[config.mk]
export PLATFORM = sky130hd
export DESIGN_NAME = touch_point_qualify_and_map
export DESIGN_NICKNAME = d
export VERILOG_FILES = /design/src/sv/tpqm_pkg.sv /design/src/sv/touch_point_qualify_and_map.sv
export SDC_FILE = /design/constraint.sdc
export NUM_CORES = 1
export LEC_CHECK = 0
export BUFFER_PORTS_ARGS = -buffer_cell sky130_fd_sc_hd__buf_2
export CORE_MARGIN = 2
export CORE_UTILIZATION = 35
export CTS_BUF_LIST = sky130_fd_sc_hd__clkbuf_16
export DETAILED_ROUTE_END_ITERATION = 10
export GPL_ROUTABILITY_DRIVEN = 0
export REMOVE_ABC_BUFFERS = 1
export SETUP_SLACK_MARGIN = 0.3
export SYNTH_ARGS = -nofsm -noshare
export SYNTH_HDL_FRONTEND = slang
export SYNTH_SLANG_ARGS = --single-unit
[constraint.sdc]
create_clock -name i_clk -period 9.25 [get_ports i_clk]
set_clock_uncertainty 0.2 [all_clocks]
set_input_delay 0.925 -clock i_clk [delete_from_list [all_inputs] [get_ports i_clk]]
set_output_delay 0.925 -clock i_clk [all_outputs]
set_load 0.01 [all_outputs]
[src/sv/tpqm_pkg.sv]
`default_nettype none
// ----------------------------------------------------------------------------
// tpqm_pkg
// Shared types and constants of the touch point qualifier and mapper.
// ----------------------------------------------------------------------------
package tpqm_pkg;

    localparam int unsigned RAW_W   = 12;
    localparam int unsigned PROD_W  = 2 * RAW_W;
    localparam int unsigned ORIENT_W = 3;
    localparam int unsigned ADDR_W  = 5;
    localparam int unsigned DATA_W  = 32;
    localparam int unsigned CNT_W   = 5;

    localparam logic [RAW_W-1:0] RAW_FULL = 12'd4095;

    typedef enum logic [2:0] {
        REG_H_RAW_MIN    = 3'd0,
        REG_H_RAW_MAX    = 3'd1,
        REG_V_RAW_MIN    = 3'd2,
        REG_V_RAW_MAX    = 3'd3,
        REG_H_RESOLUTION = 3'd4,
        REG_V_RESOLUTION = 3'd5,
        REG_ORIENTATION  = 3'd6,
        REG_RAW_TOL      = 3'd7
    } t_reg_idx;

    typedef enum logic [2:0] {
        ST_IDLE,
        ST_MUL,
        ST_DIV,
        ST_FIN,
        ST_ZONE,
        ST_OUT
    } t_state;

    typedef struct packed {
        logic load_in;
        logic load_mul;
        logic div_step;
        logic fin_axis;
        logic load_zone;
        logic load_out;
    } t_ctrl;

endpackage : tpqm_pkg
`default_nettype wire

[src/sv/touch_point_qualify_and_map.sv]
`default_nettype none
// ----------------------------------------------------------------------------
// touch_point_qualify_and_map
// Qualifies three repeat raw touch readings per axis and maps an accepted
// touch from the calibrated raw window to screen pixels.
// ----------------------------------------------------------------------------
// One request is taken at a time and the block is not ready while it works.
// A rejected touch goes from acceptance through the zone state to the output
// state, where its result is loaded, and the block then takes the next
// request. An accepted touch is scaled per axis by one shared 12x12
// multiplier and one restoring divider that produces one quotient bit a
// cycle, used twice (24 steps per axis), plus a multiply for the zone index,
// before its result is loaded. The result sits in an output register, so a
// new request may be accepted while it waits; if the previous result is
// still unaccepted when the next one is done, the block holds until it is
// taken.
// Calibration registers are written through the APB port at byte address
// 4*index and read back at the same address.
module touch_point_qualify_and_map (
    input  wire                          i_clk,
    input  wire                          i_rst_n,

    input  wire                          psel,
    input  wire                          penable,
    input  wire                          pwrite,
    input  wire [tpqm_pkg::ADDR_W-1:0]   paddr,
    input  wire [tpqm_pkg::DATA_W-1:0]   pwdata,
    output logic [tpqm_pkg::DATA_W-1:0]  prdata,
    output logic                         pready,

    input  wire                          i_in_valid,
    output logic                         o_in_ready,
    input  wire [tpqm_pkg::RAW_W-1:0]    i_raw_x_first,
    input  wire [tpqm_pkg::RAW_W-1:0]    i_raw_y_first,
    input  wire [tpqm_pkg::RAW_W-1:0]    i_raw_x_second,
    input  wire [tpqm_pkg::RAW_W-1:0]    i_raw_y_second,
    input  wire [tpqm_pkg::RAW_W-1:0]    i_raw_x_third,
    input  wire [tpqm_pkg::RAW_W-1:0]    i_raw_y_third,

    output logic                         o_out_valid,
    input  wire                          i_out_ready,
    output logic                         o_pressed,
    output logic [tpqm_pkg::RAW_W-1:0]   o_pixel_x,
    output logic [tpqm_pkg::RAW_W-1:0]   o_pixel_y,
    output logic [tpqm_pkg::PROD_W-1:0]  o_zone
);
    import tpqm_pkg::*;

    function automatic logic within_tol(
        input logic [RAW_W-1:0] a,
        input logic [RAW_W-1:0] b,
        input logic [RAW_W-1:0] tol
    );
        logic [RAW_W-1:0] d;
        d = (a > b) ? (a - b) : (b - a);
        return (d <= tol);
    endfunction

    // configuration registers
    logic [RAW_W-1:0]    r_h_min, r_h_max, r_v_min, r_v_max;
    logic [RAW_W-1:0]    r_h_res, r_v_res, r_tol;
    logic [ORIENT_W-1:0] r_orient;

    // sequencer and datapath
    t_state              r_state, n_state;
    t_ctrl               ctrl;
    logic                r_axis;
    logic                r_ok;
    logic                r_zero;
    logic [RAW_W-1:0]    r_xf, r_yf;
    logic [RAW_W-1:0]    r_den;
    logic [RAW_W-1:0]    r_rem;
    logic [PROD_W-1:0]   r_prod;
    logic [CNT_W-1:0]    r_cnt;
    logic [RAW_W-1:0]    r_nx;
    logic [RAW_W-1:0]    r_held_x, r_held_y;

    logic                cfg_wr;
    t_reg_idx            cfg_idx;
    logic                in_fire;
    logic                in_ok;
    logic                swap;
    logic [RAW_W-1:0]    ax_raw, ax_lo, ax_hi, ax_res;
    logic                ax_flip;
    logic [RAW_W-1:0]    mul_a, mul_b;
    logic [PROD_W-1:0]   mul_p;
    logic [RAW_W:0]      trial;
    logic [RAW_W:0]      trial_sub;
    logic                q_bit;
    logic [RAW_W-1:0]    q_clamp;
    logic [RAW_W-1:0]    q_final;
    logic                div_last;

    assign pready  = 1'b1;
    assign cfg_wr  = psel && penable && pwrite;
    assign cfg_idx = t_reg_idx'(paddr[ADDR_W-1:2]);

    always_comb begin
        unique case (cfg_idx)
            REG_H_RAW_MIN:    prdata = DATA_W'(r_h_min);
            REG_H_RAW_MAX:    prdata = DATA_W'(r_h_max);
            REG_V_RAW_MIN:    prdata = DATA_W'(r_v_min);
            REG_V_RAW_MAX:    prdata = DATA_W'(r_v_max);
            REG_H_RESOLUTION: prdata = DATA_W'(r_h_res);
            REG_V_RESOLUTION: prdata = DATA_W'(r_v_res);
            REG_ORIENTATION:  prdata = DATA_W'(r_orient);
            REG_RAW_TOL:      prdata = DATA_W'(r_tol);
            default:          prdata = '0;
        endcase
    end

    always_ff @(posedge i_clk) begin
        if (!i_rst_n) begin
            r_h_min  <= 12'd30;
            r_h_max  <= 12'd4065;
            r_v_min  <= 12'd30;
            r_v_max  <= 12'd4065;
            r_h_res  <= 12'd240;
            r_v_res  <= 12'd320;
            r_orient <= 3'd7;
            r_tol    <= 12'd10;
        end else if (cfg_wr) begin
            unique case (cfg_idx)
                REG_H_RAW_MIN:    r_h_min  <= pwdata[RAW_W-1:0];
                REG_H_RAW_MAX:    r_h_max  <= pwdata[RAW_W-1:0];
                REG_V_RAW_MIN:    r_v_min  <= pwdata[RAW_W-1:0];
                REG_V_RAW_MAX:    r_v_max  <= pwdata[RAW_W-1:0];
                REG_H_RESOLUTION: r_h_res  <= pwdata[RAW_W-1:0];
                REG_V_RESOLUTION: r_v_res  <= pwdata[RAW_W-1:0];
                REG_ORIENTATION:  r_orient <= pwdata[ORIENT_W-1:0];
                REG_RAW_TOL:      r_tol    <= pwdata[RAW_W-1:0];
                default:          r_tol    <= r_tol;
            endcase
        end
    end

    // request qualification
    assign o_in_ready = (r_state == ST_IDLE);
    assign in_fire    = i_in_valid && o_in_ready;
    assign in_ok      = within_tol(i_raw_x_first, i_raw_x_second, r_tol)
                     && within_tol(i_raw_y_first, i_raw_y_second, r_tol)
                     && within_tol(i_raw_x_first, i_raw_x_third, r_tol)
                     && within_tol(i_raw_y_first, i_raw_y_third, r_tol)
                     && (i_raw_x_first != '0) && (i_raw_x_first != RAW_FULL)
                     && (i_raw_y_first != '0) && (i_raw_y_first != RAW_FULL);

    // axis operand selection
    assign swap = r_orient[0];
    always_comb begin
        if (r_axis ^ swap) begin
            ax_raw = r_yf;
            ax_lo  = r_v_min;
            ax_hi  = r_v_max;
            ax_res = r_v_res;
        end else begin
            ax_raw = r_xf;
            ax_lo  = r_h_min;
            ax_hi  = r_h_max;
            ax_res = r_h_res;
        end
        ax_flip = r_axis ? r_orient[2] : r_orient[1];
    end

    // shared multiplier
    always_comb begin
        if (r_state == ST_ZONE) begin
            mul_a = r_held_y;
            mul_b = r_h_res;
        end else begin
            mul_a = ax_raw - ax_lo;
            mul_b = ax_res;
        end
    end
    assign mul_p = mul_a * mul_b;

    // restoring divider step
    assign trial     = {r_rem, r_prod[PROD_W-1]};
    assign trial_sub = trial - {1'b0, r_den};
    assign q_bit     = (trial >= {1'b0, r_den});
    assign div_last  = (r_cnt == CNT_W'(PROD_W - 1));

    // clamp and flip of the finished quotient
    always_comb begin
        if (r_zero) begin
            q_clamp = '0;
        end else if (r_prod > PROD_W'(ax_res)) begin
            q_clamp = ax_res;
        end else begin
            q_clamp = r_prod[RAW_W-1:0];
        end
        q_final = ax_flip ? (ax_res - q_clamp) : q_clamp;
    end

    // next state
    always_comb begin
        n_state = r_state;
        unique case (r_state)
            ST_IDLE: if (in_fire) n_state = in_ok ? ST_MUL : ST_ZONE;
            ST_MUL:  n_state = ST_DIV;
            ST_DIV:  if (div_last) n_state = ST_FIN;
            ST_FIN:  n_state = r_axis ? ST_ZONE : ST_MUL;
            ST_ZONE: n_state = ST_OUT;
            ST_OUT:  if (!o_out_valid || i_out_ready) n_state = ST_IDLE;
            default: n_state = ST_IDLE;
        endcase
    end

    // sequencer outputs
    always_comb begin
        ctrl = '0;
        unique case (r_state)
            ST_IDLE: ctrl.load_in   = in_fire;
            ST_MUL:  ctrl.load_mul  = 1'b1;
            ST_DIV:  ctrl.div_step  = 1'b1;
            ST_FIN:  ctrl.fin_axis  = 1'b1;
            ST_ZONE: ctrl.load_zone = 1'b1;
            ST_OUT:  ctrl.load_out  = !o_out_valid || i_out_ready;
            default: ctrl = '0;
        endcase
    end

    always_ff @(posedge i_clk) begin
        if (!i_rst_n) begin
            r_state     <= ST_IDLE;
            r_axis      <= 1'b0;
            r_held_x    <= '0;
            r_held_y    <= '0;
            o_out_valid <= 1'b0;
        end else begin
            r_state <= n_state;
            if (ctrl.load_in) begin
                r_axis <= 1'b0;
            end
            if (ctrl.fin_axis) begin
                r_axis <= 1'b1;
                if (r_axis) begin
                    r_held_x <= r_nx;
                    r_held_y <= q_final;
                end
            end
            if (ctrl.load_out) begin
                o_out_valid <= 1'b1;
            end else if (i_out_ready) begin
                o_out_valid <= 1'b0;
            end
        end
    end

    always_ff @(posedge i_clk) begin
        if (ctrl.load_in) begin
            r_xf <= i_raw_x_first;
            r_yf <= i_raw_y_first;
            r_ok <= in_ok;
        end
        if (ctrl.load_mul) begin
            r_prod <= mul_p;
            r_den  <= ax_hi - ax_lo;
            r_zero <= (ax_raw <= ax_lo) || (ax_hi <= ax_lo);
            r_rem  <= '0;
            r_cnt  <= '0;
        end
        if (ctrl.div_step) begin
            r_rem  <= q_bit ? trial_sub[RAW_W-1:0] : trial[RAW_W-1:0];
            r_prod <= {r_prod[PROD_W-2:0], q_bit};
            r_cnt  <= r_cnt + 1'b1;
        end
        if (ctrl.fin_axis && !r_axis) begin
            r_nx <= q_final;
        end
        if (ctrl.load_zone) begin
            r_prod <= mul_p;
        end
        if (ctrl.load_out) begin
            o_pressed <= r_ok;
            o_pixel_x <= r_held_x;
            o_pixel_y <= r_held_y;
            o_zone    <= r_prod + PROD_W'(r_held_x);
        end
    end

endmodule : touch_point_qualify_and_map
`default_nettype wire

==> metrics.txt, run 1 <==
insertion delay to the later sink of the worst-skew pair=590 ps; critical path capture point type=flop; Max FO, Critical Path=17; worst slack, placed=535 ps; initial antenna violation count=1; Inst Count DP=3949; reg2reg start=r_axis; setup violators final=0; first-pass GRT wire length=108 mm; synthesized area per cell=8.40 µm²; Top-Level Pins=200; Max stage delay on crit path=540 ps; final net count=3539; gr usage total=19.0%; post-DR vias/cell=5.19; first-pass detailed-route iteration total=6; H-tree Lvls=1; fin crit share=92.0%; P&R area growth vs syn=11.6%; maxcap violations=0; global route overflow=0; Syn Inst Count=2921; CTS root buf=clkbuf_16; via count=20.8k; critical register-to-register path endpoint=r_prod[23]; hold path cells=0; relative slew slack=18.4%; synth warn=0; Clk pin slew, worst setup/hold paths=60 ps; Num CTS Buffers=30; Routed WL=69.5 mm; startpoint types=flop; Crit Path Category=flop to flop; most common library cell in the layout ignoring fill and taps=nand2_1; share of cells above drive strength 1=10.0%; hold_buf cts=0; dominant synthesized flop cell=edfxtp_1; post-route worst setup slack=736 ps; CP dominant cell by count=fa_1; hold_sp=r_held_x[7]; CTS Buffer Depth=3; core footprint=69700 µm²; synth unique cells=91; Max stage delay cell, worst path=fa_1; Register-to-Register Path Depth=35; post-DP HPWL=55.3 mm; part of the Yosys area used for sequential elements=26.6%; required time of the worst setup path=9390 ps; Die ar.=72300 µm²; Port-buffer cells=156; WP buf/inv=6; number of synthesized flops with an enable pin=140; setup slack, reg-to-reg=740 ps; vias in the first global route=19.8k; final hold violations=0; Slew @ Worst Pin=1220 ps; Final Core Density=39.3%; final non-filler cell total=4006; Synth async-reset ratio=0%; Worst path top cell family by delay=adder cells; commonest non-fill, non-tap cells in the layout=nand2_1, inv_1, ha_1; Yosys reg bits=256; fmax=117 MHz; DRT iter0 DRCs=1260; CTS tree=done; Hold Path Sink=o_pixel_x[7]; largest net degree at the start of global routing=92; Die X=269 µm; Final min period=8510 ps; post-route antenna net violation count=0; Mapped Area=24500 µm²; starting density of the core=35.2%; wire length per cell=17.4 µm; Post-route DRC=0; CTS sink cnt=256; Slew Limit Fails=0; Crit path arrival time=8650 ps; HP Class=flop to flop; Die H=269 µm; status=finished clean; RSZ-0062 raised after global routing=no; row count=97
## registers in the layout, indices dropped and copies added, names as in the netlist, 3 cells and up
| signal | count |
|---|---|
| o_pixel_x | 12 |
| o_pixel_y | 12 |
| o_zone | 24 |
| r_cnt | 5 |
| r_den | 12 |
| r_h_max | 12 |
| r_h_min | 12 |
| r_h_res | 12 |
| r_held_x | 12 |
| r_held_y | 12 |
| r_nx | 12 |
| r_orient | 3 |
| r_prod | 24 |
| r_rem | 12 |
| r_state | 3 |
| r_tol | 12 |
| r_v_max | 12 |
| r_v_min | 12 |
| r_v_res | 12 |
| r_xf | 12 |
| r_yf | 12 |
## timing repair
item / CTS / global route
setup endpoints to repair: 0 / 4
setup buffers: 0 / 0
hold endpoints to repair: 0 / 0
gates resized for setup: 0 / 9
## layout make-up
cell class / instances / area, µm²
fillers: 7179 / 42300
repair buffers: 203 / 1140
diodes: 1 / 2.50
clock inverters: 25 / 218
multi-input cells: 2245 / 16400
inverters: 305 / 1140
clock buffers: 31 / 776
flip-flops and latches: 256 / 6530
well taps: 940 / 1180
## cells by family after synthesis
| kind of cell | synth area share [%] |
|---|---|
| other cells | 0.0306 |
| mux | 3.12 |
| xor+xnor | 4.17 |
| fa+ha+maj | 22.9 |
| buf+inv | 7.16 |
| flops | 26.6 |
| simple gates | 18.8 |
| compound gates | 17.2 |
## synthesized netlist by cell type (53+ instances only)
library cell  instances  area, µm²
nor3_1               57        285
a21oi_1             160        801
o21ai_0              98        490
nand2_1             447       1680
ha_1                270       3380
nor2_1              214        803
fa_1                112       2240
a21boi_0             74        556
dfxtp_1             116       2320
xor2_1               53        464
a21o_1               62        465
nand3_1              65        325
inv_1               304       1140
clkbuf_1             94        353
edfxtp_1            140       4200
mux2i_1              54        541
xnor2_1              62        543
## metal layers
layer,GRT usage (%),wire [µm],up-vias
li1,-,-,10300
met1,24.7,30700,9796
met2,31.6,31500,608
met3,2.90,4470,122
met4,7.81,2790,0
met5,0,0,-
## how the worst max path moves through the flow
stage                start  depth (start not counted)         end  slack, ps
2_1_floorplan       r_axis                         31  r_prod[23]       -620
3_3_place_gp   r_orient[0]                         31  r_prod[23]        600
3_5_place_dp   r_orient[0]                         34  r_prod[23]        530
4_1_cts        r_orient[0]                         34  r_prod[23]        520
5_1_grt             r_axis                         35  r_prod[23]        300
6_report            r_axis                         35  r_prod[23]        740
## metrics by stage
stage                     cell area [µm²]  TNS, ps  hold WS, ps
final                               27400        0          264
after global routing                27400        0          277
after CTS                           27300        0          267
after detailed placement            26400        0          252
after global placement              26400        0          244
after floorplan                     24000    -1980          200
Power of run 1 is not shown: default switching activity piles up to over one toggle a cycle in this logic, so the estimate is an artifact.
==> inputs of run 2 (changes only) <==
--- a/config.mk
+++ b/config.mk
@@ -11,6 +11,7 @@
 export CTS_BUF_LIST = sky130_fd_sc_hd__clkbuf_16
 export DETAILED_ROUTE_END_ITERATION = 10
 export GPL_ROUTABILITY_DRIVEN = 0
+export PLACE_DENSITY = 0.64
 export REMOVE_ABC_BUFFERS = 1
 export SETUP_SLACK_MARGIN = 0.3
 export SYNTH_ARGS = -nofsm -noshare
==> run 2 against run 1 <==
  * Die area unchanged
  * Routed wire length decreased by 1.2%
  * Global-route usage decreased by 0.31 points
  * Worst hold slack improved by 1.4 ps
  * Non-clock buffer count decreased by 4
  * Cell area about the same
  * Worst setup slack improved by 32 ps
  * Highest routed layer unchanged
  * Critical path type unchanged
  * Fmax increased by 0.37%
  * Sequential share of layout area about the same
  * Register-to-register slack improved by 30 ps
==> metrics.txt, run 2 (same netlist as run 1, synthesis figures left out) <==
Post-route DRC=0; Die H=269 µm; row count=97; fin crit share=91.7%; starting density of the core=35.2%; RSZ-0062 raised after global routing=no; insertion delay to the later sink of the worst-skew pair=560 ps; share of cells above drive strength 1=10.0%; HP Class=flop to flop; post-DR vias/cell=5.22; # fillers=7143; Slew Limit Fails=0; CP dominant cell by count=fa_1; fmax=118 MHz; setup violators final=0; post-route antenna net violation count=0; Die ar.=72300 µm²; hold_buf cts=0; DRT iter0 DRCs=1500; commonest non-fill, non-tap cells in the layout=nand2_1, inv_1, ha_1; CTS root buf=clkbuf_16; vias in the first global route=19.8k; via count=20.9k; wire length per cell=17.2 µm; P&R area growth vs syn=11.6%; Max stage delay on crit path=550 ps; core footprint=69700 µm²; Sequential Area=6530 µm²; final hold violations=0; Max FO, Critical Path=29; hold_ws=265 ps; required time of the worst setup path=9360 ps; CTS tree=done; critical path capture point type=flop; Num CTS Buffers=29; Top-Level Pins=200; CTS Buffer Depth=3; status=finished clean; Port-buffer cells=156; Worst path top cell family by delay=adder cells; gr usage total=18.7%; Die X=269 µm; Final min period=8480 ps; Max stage delay cell, worst path=fa_1; Clk pin slew, worst setup/hold paths=60 ps; startpoint types=flop; initial antenna violation count=2; first-pass GRT wire length=108 mm; Crit path arrival time=8600 ps; largest net degree at the start of global routing=95; Crit Path Category=flop to flop; WP buf/inv=4; final net count=3535; H-tree Lvls=1; most common library cell in the layout ignoring fill and taps=nand2_1; CTS sink cnt=256; first-pass detailed-route iteration total=6; post-DP HPWL=54.9 mm; relative slew slack=26.5%; Regs by FF count=o_zone x24, r_prod x24; global route overflow=0; maxcap violations=0; Multi-input gate area=16400 µm²; Routed WL=68.7 mm; Slew @ Worst Pin=1100 ps
run 2: worst reg2reg max path, delay by kind of cell (launching register included):
| family | cells | cell delay, ps |
|---|---|---|
| DFF | 1 | 410 |
| buffers and inverters | 4 | 350 |
| xor gates and xnor gates | 1 | 230 |
| adders and majority gates | 8 | 3580 |
| AOI/OAI and AO/OA | 11 | 2190 |
| and+or+nand+nor | 7 | 1030 |
| muxes | 1 | 250 |
run 2: area by class of cell:
cell class / count / share of cell area [%]
tap: 940 / 4.29
clock inverter: 24 / 1.00
timing repair buffer: 199 / 4.08
antenna: 1 / 0.00913
multi-input combinational: 2246 / 59.9
sequential: 256 / 23.8
clock buffer: 29 / 2.65
inverter: 305 / 4.18
run 2: repair_timing:
| action | in CTS | in global routing |
|---|---|---|
| buffers inserted | 0 | 7 |
| pin swaps | 0 | 3 |
| gates cloned | 0 | 1 |
| gates resized for setup | 1 | 11 |
| endpoints found under the setup margin | 1 | 4 |
run 2: routing by layer:
metal	track usage, %	wire length, µm	vias up
li1	-	-	10300
met1	25.1	30700	9836
met2	31.7	31900	646
met3	1.89	3690	134
met4	6.11	2400	0
met5	0	0	-
run 2: path summary, 6_finish.rpt:
path | slack [ps] | cells after the start | endpoint | from
min | 270 | 2 | r_v_min[10] | r_v_min[10]
max | 770 | 32 | r_prod[23] | r_orient[0]
max reg2reg | 770 | 32 | r_prod[23] | r_orient[0]
min reg2reg | 270 | 2 | r_v_min[10] | r_v_min[10]
run 2: through the flow:
stage / cell area, µm² / utilization (%) / setup slack, ps / instances / TNS (ps)
6_report: 27400 / 39.3 / 767 / 4000 / 0
4_1_cts: 27300 / 39.2 / 393 / 3991 / 0
3_5_place_dp: 26300 / 37.7 / 315 / 3938 / 0
3_3_place_gp: 26300 / 37.7 / 377 / 3938 / 0
5_1_grt: 27400 / 39.3 / 318 / 4000 / 0
2_1_floorplan: 24000 / - / -617 / 2806 / -1980
Power of run 2 is left out for the same reason.
==> inputs of run 3 (changes only) <==
--- a/config.mk
+++ b/config.mk
@@ -5,6 +5,7 @@
 export SDC_FILE = /design/constraint.sdc
 export NUM_CORES = 1
 export LEC_CHECK = 0
+export ABC_AREA = 1
 export BUFFER_PORTS_ARGS = -buffer_cell sky130_fd_sc_hd__buf_2
 export CORE_MARGIN = 2
 export CORE_UTILIZATION = 35
==> run 3 against run 2 <==
  * Worst hold slack worse by 34 ps
  * Non-clock buffer count shrank 26
  * Critical path depth fell by 2
  * Largest cell class unchanged
==> metrics.txt, run 3 <==
most common library cell in the layout ignoring fill and taps=nand2_1; post-DP HPWL=58.3 mm; PD cells=410 nW/µm²; maxcap violations=0; startpoint types=flop; Max stage delay on crit path=740 ps; Regs by FF count=o_zone x24, r_prod x24; Routed WL=71.9 mm; Synth area leaders=edfxtp_1, ha_1, nand2_1, dfxtp_1, fa_1; Die ar.=72900 µm²; gr usage total=19.4%; HP Class=flop to flop; Post-Route M1 WL=32.6 mm; P&R area growth vs syn=10.3%; Yosys reg bits=256; Final min period=8010 ps; Slew Limit Fails=0; post-CTS setup buffer count=0; Sequential Area=6530 µm²; most frequent cell after synthesis=nand2_1; Lkg Pwr=13.3 nW; fin crit share=86.6%; number of synthesized flops with an enable pin=140; Commonest cells post-synth=nand2_1, inv_1, nor2_1; met3 wire length=3.65 mm; synth warn=0; CTS Buffer Depth=3; synthesized area per cell=7.49 µm²; fmax=125 MHz; final net count=3927; DRT iter0 DRCs=1798; first-pass GRT wire length=114 mm; wire length per cell=16.4 µm; H-tree Lvls=1; first-pass detailed-route iteration total=6; top cell type's share of synthesized area=17.0%; part of the Yosys area used for sequential elements=26.4%; Top Layer Used=met4; share of cells above drive strength 1=9.01%; initial antenna violation count=1; Max stage delay cell, worst path=o21ai_0; Slew @ Worst Pin=1120 ps; post-DR vias/cell=5.04; Clk pin slew, worst setup/hold paths=60 ps; Multi-input gate area=15700 µm²; insertion delay to the later sink of the worst-skew pair=570 ps; Die H=270 µm; routed length on met2=33.8 mm; CTS sink cnt=256; Port-buffer cells=156; required time of the worst setup path=9360 ps; row count=97; Post-route DRC=0; # fillers=7328; Synth async-reset ratio=0%; starting density of the core=35.4%; worst ir drop on vdd=0.649 mV; CTS root buf=clkbuf_16; Mapped Area=24800 µm²; final hold violations=0; Die X=270 µm; RSZ-0062 raised after global routing=no; Crit path arrival time=8120 ps; post-route antenna net violation count=0; hold_ws=231 ps; Num CTS Buffers=28; via count=22.1k; hold_buf cts=0; setup violators final=0; vias in the first global route=21.0k; global route overflow=0; CP dominant cell by count=nand2_1; Top-Level Pins=200; largest net degree at the start of global routing=94; relative slew slack=25.1%; core footprint=70000 µm²; cell taking the most area after synthesis=edfxtp_1; setup TNS=0 ps; critical path capture point type=flop; CTS tree=done; Max FO, Critical Path=62; status=finished clean; synth unique cells=58; commonest non-fill, non-tap cells in the layout=nand2_1, inv_1, nor2_1; Crit Path Category=flop to flop; Resized Gates After CTS=0; Syn Inst Count=3308; dominant synthesized flop cell=edfxtp_1
-- run 3: report_power, final --
group	internal, mW	total, mW	leakage (nW)	switching [mW]
combinational	3.01	8.31	10.6	5.30
clock	0.634	1.10	0.469	0.471
sequential	1.68	1.79	2.24	0.113
total	5.33	11.2	13.3	5.88
-- run 3: per-stage QoR --
| step | instances | setup WS, ps | power, mW | utilization, % | area, µm² |
|---|---|---|---|---|---|
| floorplan | 3226 | 2270 | 7.97 | - | 24300 |
| global placement | 4339 | 1330 | 9.98 | 37.7 | 26400 |
| detailed placement | 4339 | 1330 | 10.0 | 37.7 | 26400 |
| CTS | 4390 | 1300 | 11.2 | 39.0 | 27300 |
| global route | 4391 | 678 | 12.6 | 39.0 | 27300 |
| finish | 4391 | 1240 | 11.2 | 39.0 | 27300 |
-- run 3: kinds of logic after synthesis --
group	Yosys count	synth area share (%)
buffers and inverters	659	10.6
AND/OR/NAND/NOR	1246	21.6
multiplexers	4	0.172
AO/OA/AOI/OAI	650	14.7
XOR/XNOR	109	3.89
flip-flops	256	26.4
adder cells (fa/ha/maj)	382	22.7
other	2	0.0303
-- run 3: path summary, 6_finish.rpt --
check                            startpoint      endpoint  slack (ps)  cells past startpoint
worst min-delay path            r_held_y[1]  o_pixel_y[1]         230                      0
worst max register to register       r_axis    r_prod[19]        1240                     30
worst max-delay path                 r_axis    r_prod[19]        1240                     30
worst min register to register  r_held_y[1]  o_pixel_y[1]         230                      0
-- run 3: area by class of cell --
cell class / count / share of cell area (%)
multi-input cells: 2412 / 57.5
flip-flops and latches: 256 / 23.9
inverters: 558 / 7.67
well taps: 940 / 4.30
repair buffers: 173 / 3.32
clock buffers: 28 / 2.56
clock inverters: 23 / 0.714
diodes: 1 / 0.00916
-- run 3: per-layer routing --
metal,global-route usage (%),vias to the layer above
met3,1.41,108
met2,33.2,667
met1,26.3,10300
met4,5.06,0
li1,-,11100
met5,0,-
-- run 3: critical path, delay by kind of cell (launching register included) --
family | cells | cell delay, ps
AOI/OAI and AO/OA | 6 | 1840
adders and majority gates | 7 | 3330
buffers and inverters | 5 | 300
DFF | 1 | 550
and+or+nand+nor | 12 | 1520
No activity file was read; power rests on OpenSTA's default activity.
